$ cat src/hw/rtl/encoder_setpoint_editor_unit_defines.svh
// Assertion macros for the encoder setpoint editor RTL.
// Used by encoder_setpoint_editor_unit.sv; expects signals clk and rst in scope.
`ifndef ENCODER_SETPOINT_EDITOR_UNIT_DEFINES_SVH
`define ENCODER_SETPOINT_EDITOR_UNIT_DEFINES_SVH

`ifndef ASSERT_OFF

// Same-cycle implication, checked on every rising edge outside reset.
`define ESU_ASSERT_IMP(name, cond, prop) \
  name: assert property (@(posedge clk) disable iff (rst) (cond) |-> (prop)) \
    else $error("encoder setpoint editor check failed");

// Next-cycle implication, checked on every rising edge outside reset.
`define ESU_ASSERT_NEXT(name, cond, prop) \
  name: assert property (@(posedge clk) disable iff (rst) (cond) |=> (prop)) \
    else $error("encoder setpoint editor check failed");

`else

`define ESU_ASSERT_IMP(name, cond, prop)
`define ESU_ASSERT_NEXT(name, cond, prop)

`endif

`endif

$ cat src/hw/rtl/esed_pkg.sv
// Package for the encoder setpoint editor: command codes, limits and lookup functions.
// No dependencies.
`timescale 1ns / 1ps

package esed_pkg;

  // Encoder steps that make up one detent.
  localparam int STEPS_PER_DETENT = 4;

  localparam int VALUE_W = 13;
  localparam logic [VALUE_W-1:0] MAX_VOLTAGE = 13'd6000;
  localparam logic [VALUE_W-1:0] MAX_CURRENT = 13'd2000;

  // Configuration register index, taken from paddr[2].
  localparam logic REG_EDIT_ENABLED = 1'b0;
  localparam logic REG_CURRENT_MODE = 1'b1;

  typedef enum logic [1:0] {
    CMD_SAMPLE  = 2'd0,
    CMD_LOAD    = 2'd1,
    CMD_ADVANCE = 2'd2
  } cmd_t;

  typedef struct packed {
    logic               stepped_down;
    logic               stepped_up;
    logic [1:0]         digit_now;
    logic [VALUE_W-1:0] set_value;
  } out_item_t;

  // Quadrature transition table, indexed by {previous A, previous B, A, B}.
  function automatic logic signed [1:0] step_of(input logic [3:0] idx);
    logic signed [1:0] s;
    case (idx) inside
      4'd2, 4'd4, 4'd11, 4'd13: s = 2'sd1;
      4'd1, 4'd7, 4'd8, 4'd14:  s = -2'sd1;
      default:                  s = 2'sd0;
    endcase
    return s;
  endfunction

  // Size of one detent move for the selected digit, in hundredths.
  function automatic logic [VALUE_W-1:0] digit_weight(input logic [1:0] pos);
    logic [VALUE_W-1:0] w;
    case (pos)
      2'd0:    w = 13'd1;
      2'd1:    w = 13'd10;
      2'd2:    w = 13'd100;
      default: w = 13'd1000;
    endcase
    return w;
  endfunction

endpackage

$ cat src/hw/rtl/encoder_setpoint_editor_unit.sv
// Encoder setpoint editor: quadrature decode, detent counting and setpoint editing.
// Depends on esed_pkg and encoder_setpoint_editor_unit_defines.svh.
`timescale 1ns / 1ps
`include "encoder_setpoint_editor_unit_defines.svh"

// Channel   Direction  Signals                        Contents
// s_*       in         s_tvalid s_tready s_tdata      pins and load value, command in s_tuser
// m_*       out        m_tvalid m_tready m_tdata      setpoint, digit and detent flags
// apb       in         psel penable pwrite paddr ...  edit_enabled, current_mode
//
// Every item is finished in the cycle it is accepted: the decode, the add and the clamp
// sit between the state registers and the result register, so one item per clock while s_tready is high.
// Results pass through a two-entry output stage (result register plus skid register);
// s_tready drops only while both entries are full.
// rst is synchronous and active high; it clears the state, the registers and the
// output stage valid bits. No clearing pass is needed after reset.

module encoder_setpoint_editor_unit #(
  parameter int STEPS_PER_DETENT = esed_pkg::STEPS_PER_DETENT
) (
  input  logic        clk,
  input  logic        rst,
  // Input stream.
  input  logic        s_tvalid,
  output logic        s_tready,
  input  logic [15:0] s_tdata,   // [0] pin_a, [1] pin_b, [14:2] load_value, [15] zero
  input  logic [1:0]  s_tuser,   // [1:0] command
  // Result stream.
  output logic        m_tvalid,
  input  logic        m_tready,
  output logic [23:0] m_tdata,   // [12:0] set_value, [14:13] digit_now,
                                 // [15] stepped_up, [16] stepped_down, [23:17] zero
  // Configuration port.
  input  logic        psel,
  input  logic        penable,
  input  logic        pwrite,
  input  logic [2:0]  paddr,
  input  logic [31:0] pwdata,
  output logic [31:0] prdata,
  output logic        pready
);

  localparam int VW = esed_pkg::VALUE_W;
  // The step count spans -STEPS_PER_DETENT .. +STEPS_PER_DETENT before it clears.
  localparam int CW = $clog2(STEPS_PER_DETENT + 1) + 1;
  localparam logic signed [CW-1:0] DETENT_POS = CW'(STEPS_PER_DETENT);
  localparam logic signed [CW-1:0] DETENT_NEG = -DETENT_POS;

  // Configuration registers.
  logic edit_enabled;
  logic current_mode;

  // Editor state.
  logic [1:0]           last_pins;
  logic signed [CW-1:0] step_count;
  logic [VW-1:0]        setpoint;
  logic [1:0]           digit_position;

  logic [1:0]           last_pins_next;
  logic signed [CW-1:0] step_count_next;
  logic [VW-1:0]        setpoint_next;
  logic [1:0]           digit_position_next;

  // Output stage: result register and skid register.
  logic                  o_valid;
  esed_pkg::out_item_t   o_item;
  logic                  k_valid;
  esed_pkg::out_item_t   k_item;
  esed_pkg::out_item_t   new_item;

  logic           in_accept;
  logic           out_pop;
  esed_pkg::cmd_t cmd;
  logic           pin_a;
  logic           pin_b;
  logic [VW-1:0]  load_value;

  logic [VW-1:0]        mode_max;
  logic [VW-1:0]        weight;
  logic [1:0]           cur_pins;
  logic signed [CW-1:0] count_sum;
  logic [VW:0]          up_sum;
  logic [VW-1:0]        down_val;
  logic [VW:0]          moved;
  logic                 up;
  logic                 down;

  // ---------------------------------------------------------------------------
  // Configuration port. A write lands in the access cycle; paddr[2] picks the
  // register and the byte offset bits are ignored.
  // ---------------------------------------------------------------------------
  assign pready = 1'b1;

  always_ff @(posedge clk) begin
    if (rst) begin
      edit_enabled <= 1'b0;
      current_mode <= 1'b0;
    end else if (psel && penable && pwrite && pready) begin
      unique case (paddr[2])
        esed_pkg::REG_EDIT_ENABLED: edit_enabled <= pwdata[0];
        esed_pkg::REG_CURRENT_MODE: current_mode <= pwdata[0];
        default: ;
      endcase
    end
  end

  always_comb begin
    unique case (paddr[2])
      esed_pkg::REG_EDIT_ENABLED: prdata = {31'b0, edit_enabled};
      esed_pkg::REG_CURRENT_MODE: prdata = {31'b0, current_mode};
      default:                    prdata = '0;
    endcase
  end

  // ---------------------------------------------------------------------------
  // Handshakes. A new transaction is taken unless both output entries are full.
  // ---------------------------------------------------------------------------
  assign s_tready  = !k_valid;
  assign in_accept = s_tvalid && s_tready;
  assign out_pop   = o_valid && m_tready;

  assign cmd        = esed_pkg::cmd_t'(s_tuser);
  assign pin_a      = s_tdata[0];
  assign pin_b      = s_tdata[1];
  assign load_value = s_tdata[14:2];

  // ---------------------------------------------------------------------------
  // Single-pass datapath: transition lookup, step count update, detent move
  // and clamp against the mode maximum.
  // ---------------------------------------------------------------------------
  assign mode_max  = current_mode ? esed_pkg::MAX_CURRENT : esed_pkg::MAX_VOLTAGE;
  assign weight    = esed_pkg::digit_weight(digit_position);
  assign cur_pins  = {pin_a, pin_b};
  assign count_sum = step_count + CW'(esed_pkg::step_of({last_pins, cur_pins}));
  assign up_sum    = {1'b0, setpoint} + {1'b0, weight};
  // A backward move that would go through zero stops at zero.
  assign down_val  = (setpoint > weight) ? (setpoint - weight) : '0;

  always_comb begin
    last_pins_next      = last_pins;
    step_count_next     = step_count;
    setpoint_next       = setpoint;
    digit_position_next = digit_position;
    up                  = 1'b0;
    down                = 1'b0;
    moved               = {1'b0, setpoint};

    case (cmd)
      esed_pkg::CMD_SAMPLE: begin
        // Samples leave the editor state unchanged while editing is disabled.
        if (edit_enabled) begin
          last_pins_next  = cur_pins;
          step_count_next = count_sum;
          if (count_sum >= DETENT_POS) begin
            up              = 1'b1;
            step_count_next = '0;
            moved           = up_sum;
          end else if (count_sum <= DETENT_NEG) begin
            down            = 1'b1;
            step_count_next = '0;
            moved           = {1'b0, down_val};
          end
          // A detent is flagged even when the clamp leaves the value unchanged.
          if (up || down) begin
            setpoint_next = (moved > {1'b0, mode_max}) ? mode_max : moved[VW-1:0];
          end
        end
      end
      esed_pkg::CMD_LOAD: begin
        setpoint_next = (load_value > mode_max) ? mode_max : load_value;
      end
      esed_pkg::CMD_ADVANCE: begin
        digit_position_next = digit_position + 2'd1;
      end
      default: ;
    endcase
  end

  assign new_item.set_value    = setpoint_next;
  assign new_item.digit_now    = digit_position_next;
  assign new_item.stepped_up   = up;
  assign new_item.stepped_down = down;

  always_ff @(posedge clk) begin
    if (rst) begin
      last_pins      <= 2'b11;
      step_count     <= '0;
      setpoint       <= '0;
      digit_position <= '0;
    end else if (in_accept) begin
      last_pins      <= last_pins_next;
      step_count     <= step_count_next;
      setpoint       <= setpoint_next;
      digit_position <= digit_position_next;
    end
  end

  // ---------------------------------------------------------------------------
  // Output stage. The skid entry only fills when the result register is held
  // by a stalled consumer, and it drains into the result register first.
  // ---------------------------------------------------------------------------
  always_ff @(posedge clk) begin
    if (rst) begin
      o_valid <= 1'b0;
      k_valid <= 1'b0;
    end else if (out_pop) begin
      if (k_valid) begin
        k_valid <= 1'b0;
      end else begin
        o_valid <= in_accept;
      end
    end else if (in_accept) begin
      if (!o_valid) begin
        o_valid <= 1'b1;
      end else begin
        k_valid <= 1'b1;
      end
    end
  end

  always_ff @(posedge clk) begin
    if (out_pop) begin
      o_item <= k_valid ? k_item : new_item;
    end else if (in_accept) begin
      if (!o_valid) begin
        o_item <= new_item;
      end else begin
        k_item <= new_item;
      end
    end
  end

  assign m_tvalid = o_valid;
  assign m_tdata  = {7'b0, o_item};

  // ---------------------------------------------------------------------------
  // Checks.
  // ---------------------------------------------------------------------------
  `ESU_ASSERT_IMP(a_skid_behind_result, k_valid, o_valid)
  `ESU_ASSERT_IMP(a_count_in_range, 1'b1,
                  (step_count < DETENT_POS) && (step_count > DETENT_NEG))
  `ESU_ASSERT_NEXT(a_non_sample_keeps_decoder, in_accept && (cmd != esed_pkg::CMD_SAMPLE),
                   $stable(step_count) && $stable(last_pins))
  `ESU_ASSERT_IMP(a_result_below_limit, o_valid,
                  (o_item.set_value <= esed_pkg::MAX_VOLTAGE) &&
                  !(o_item.stepped_up && o_item.stepped_down))

endmodule
$ cat config.mk
export PLATFORM = sky130hd
export DESIGN_NAME = encoder_setpoint_editor_unit
export DESIGN_NICKNAME = d
export VERILOG_FILES = /design/src/hw/rtl/esed_pkg.sv /design/src/hw/rtl/encoder_setpoint_editor_unit.sv
export VERILOG_INCLUDE_DIRS = /design/src /design/src/hw/rtl
export SDC_FILE = /design/constraint.sdc
export NUM_CORES = 1
export LEC_CHECK = 0
export ABC_CLOCK_PERIOD_IN_PS = 13600
export BUFFER_PORTS_ARGS = -buffer_cell sky130_fd_sc_hd__buf_2
export CORE_MARGIN = 2
export CORE_UTILIZATION = 45
export DETAILED_ROUTE_END_ITERATION = 7
export PLACE_DENSITY = 0.69
export SLEW_MARGIN = 25
export SYNTH_ARGS = -nofsm -noshare
export SYNTH_HDL_FRONTEND = slang
export SYNTH_SLANG_ARGS = --single-unit
$ cat constraint.sdc
create_clock -name clk -period 13.6 [get_ports clk]
set_input_delay 1.36 -clock clk [delete_from_list [all_inputs] [get_ports clk]]
set_output_delay 1.36 -clock clk [all_outputs]
set_load 0.005 [all_outputs]
==> qor.csv <==
stage;metric;value;unit
route;routed len/inst;15.9;um
timing;Final Hold Fails;0;
floorplan;Cell Rows;37;
route;Via density;5.67;
floorplan;initial core utilization;45.9;%
yosys;top cell type's share of synthesized area;21.7;%
timing;Slew Viols, Final;0;
yosys;Cell variety after synth;65;
global_routing;largest net degree at the start of global routing;25;
critical_path;Worst EP arrival;6490;ps
critical_path;critical path class;in -> reg;
yosys;Yosys top cell by area;edfxtp_1;
yosys;ys flop type;edfxtp_1;
layout;Area Overhead vs Synth;8.41;%
timing;Setup Viol. Count Final;0;
clock_network;TritonCTS clock tree;done;
clock_network;post-cts resize count;0;
route;Final ANT Viol Nets;0;
route;drt total wl;11600;um
placed_design;port bufs;45;
layout;Diodes inserted;0;
clock_network;Clock Sinks;59;
yosys;Netlist Area Pre-Place;4700;um2
clock_network;root buf cell;clkbuf_8;
placed_design;final RePlAce weighted congestion;0.950;
yosys;Mapped Cells;553;
critical_path;CP required;13680;ps
critical_path;CP Capture Type;register;
yosys;YS warnings;0;
global_routing;initial antenna violation count;0;
timing;worst clock skew;9.22;ps
floorplan;Die Y;106;um
global_routing;All-Layer GR Usage;21.0;%
clock_network;Post-CTS Setup Inserts;0;
power_and_ir_drop;largest vdd supply drop;0.0000516;V
power_and_ir_drop;pwr dens;100;nW/um2
clock_network;clock-pin slew on the worst setup and hold paths;70;ps
yosys;Synth top cells by count;nor2_1, a21oi_1, nand2_1;
yosys;top-count cell post-synth;nor2_1;
layout;fill count;1011;
worst_hold_path;Worst Min Path Start;step_count[2];
timing;TNS Setup;0;ps
run;max-cap viol count;0;
power_and_ir_drop;Overall Power;512;uW
worst_hold_path;Hold Crit Endpoint;step_count[2];
critical_path;Crit path max-delay family;compound AO/OA/AOI/OAI gates;
critical_path;Critical-path top delay cell;or4_1;
global_routing;total global routing overflow;0;
layout;Final nets;687;
critical_path;Worst Path Max Fanout;12;
clock_network;Hold Buf Count CTS;0;
run_status;outcome;completed;
critical_path;critical path's most frequent cell;xnor2_1;
critical_path;WP buf/inv;2;
timing;Worst Max-Slew Pin Slew;777;ps
worst_hold_path;worst hold path depth;2;
worst_hold_path;Tightest Hold Check Type;reg -> reg;
power_and_ir_drop;leakage;2.16;nW
timing;final worst path period share;47.2;%
placed_design;Post-DP HPWL;9080;um
route;via count;4155;
layout;fraction of layout cells with a size suffix above 1;14.1;%
yosys;synthesis-stage register bit count;59;
yosys;FFs w/ async S/R, synth;0;%
floorplan;core area;10200;um2
clock_network;maximum clock insertion buffer count;2;
global_routing;first-pass GRT wire length;18800;um
global_routing;vias in the first global route;3847;
floorplan;Chip Width;106;um
critical_path;slack of the worst reg-to-reg path;7950;ps
floorplan;die area;11300;um2
floorplan;Top Ports;119;
critical_path;Worst path max stage delay;680;ps
clock_network;clk_lat worst skew;350;ps
clock_network;cts bufs inserted;9;
timing;Max transition margin;48.2;%
route;First-pass DRT Iterations;6;
timing;RSZ-0062 raised after global routing;no;
critical_path;crit start category;input port;
route;drt drc;0;
critical_path;Reg-to-Reg Start;last_pins[1];
placed_design;pre-CTS setup slack;6950;ps
timing;worst setup slack after layout;7180;ps
timing;max frequency;0.156;GHz
route;drt first-iter violations;316;
clock_network;H-tree Lvls;3;
yosys;post-synthesis sequential area ratio;32.4;%
yosys;largest cells by area after synthesis;edfxtp_1, dfxtp_1, ha_1;
critical_path;Worst Reg-to-Reg Cells;17;
timing;Period minus WS final;6420;ps
yosys;Post-synth EDFFs;34;
critical_path;worst path cell trace;buf_2, xnor2_1, xnor2_1, ha_1, inv_1, fa_1, xnor2_1, o21ai_0, nand2_1, o32ai_1, a2111oi_0, ha_1, a21boi_0, o221ai_1, or4_1, and3_4, o31ai_1, a31oi_1;
yosys;Syn Area/Cell;8.50;um2
critical_path;reg2reg end;m_tdata[7];
==> sequential cells by signal (all words and copies together), names as in the netlist <==
register / count
step_count: 4
k_valid: 1
last_pins: 2
digit_position: 2
edit_enabled: 1
m_tvalid: 1
k_item: 17
m_tdata: 17
setpoint: 13
current_mode: 1
==> worst min-delay path: stages (launching register included) <==
cell and delay, ps:
dfxtp_1 320, nand2_1 50, a21oi_1 50
==> layout make-up <==
class	count	area, um2	area share (%)
repair buffers	49	255	5.01
clock inverters	7	76.3	1.50
clock buffers	9	124	2.43
well taps	136	170	3.34
flip-flops and latches	59	1520	29.9
multi-input cells	437	2810	55.2
inverters	36	136	2.68
==> how the worst max path moves through the flow <==
stage                       end        from  depth (start not counted)
finish               m_tdata[7]  s_tdata[0]                         18
global route        m_tdata[11]  s_tdata[1]                         20
CTS                  m_tdata[7]  s_tdata[0]                         18
detailed placement   m_tdata[7]  s_tdata[0]                         19
global placement     m_tdata[7]  s_tdata[0]                         18
floorplan           m_tdata[11]  s_tdata[0]                         20
==> kinds of logic (layout without fill, tap and decap cells) <==
| kind of cell | Yosys count | after routing | synth area share [%] |
|---|---|---|---|
| other | 2 | 39 | 0.160 |
| AND/OR/NAND/NOR | 164 | 164 | 16.2 |
| XOR/XNOR | 17 | 17 | 3.78 |
| buffers and inverters | 94 | 101 | 10.8 |
| multiplexers | 14 | 14 | 3.43 |
| AO/OA/AOI/OAI | 168 | 168 | 23.5 |
| flip-flops | 59 | 59 | 32.4 |
| adder cells (fa/ha/maj) | 35 | 35 | 9.80 |
==> metal layers <==
layer,up-vias,share of wire (%),track usage (%)
met4,0,2.3,8.55
met5,-,0,0
met2,176,48,34.8
met1,1933,43,27.0
met3,27,7.2,3.49
li1,2019,-,-
==> power breakdown <==
part / leakage [nW] / switching [mW] / total [mW] / internal, mW
logic: 1.53 / 0.0851 / 0.140 / 0.0547
registers: 0.536 / 0.00916 / 0.211 / 0.202
clock network: 0.0958 / 0.0753 / 0.161 / 0.0853
==> stage by stage <==
step | hold WS (ps) | cell area, um2 | utilization (%) | instances
2_1_floorplan | 436 | 4840 | - | 590
3_3_place_gp | 447 | 4890 | 47.8 | 717
3_5_place_dp | 456 | 4890 | 47.8 | 717
4_1_cts | 468 | 5090 | 49.8 | 733
5_1_grt | 484 | 5090 | 49.8 | 733
6_report | 467 | 5090 | 49.8 | 733
==> layout by cell type (no fill, tap or decap), types with 25 or more instances in the layout <==
cell and count:
nor2_1 64, a21oi_1 50, buf_2 45, nand2_1 42, conb_1 39, inv_1 35, edfxtp_1 34, ha_1 32
o21ai_0 30, dfxtp_1 25
Power figures use the tool's default switching activity.
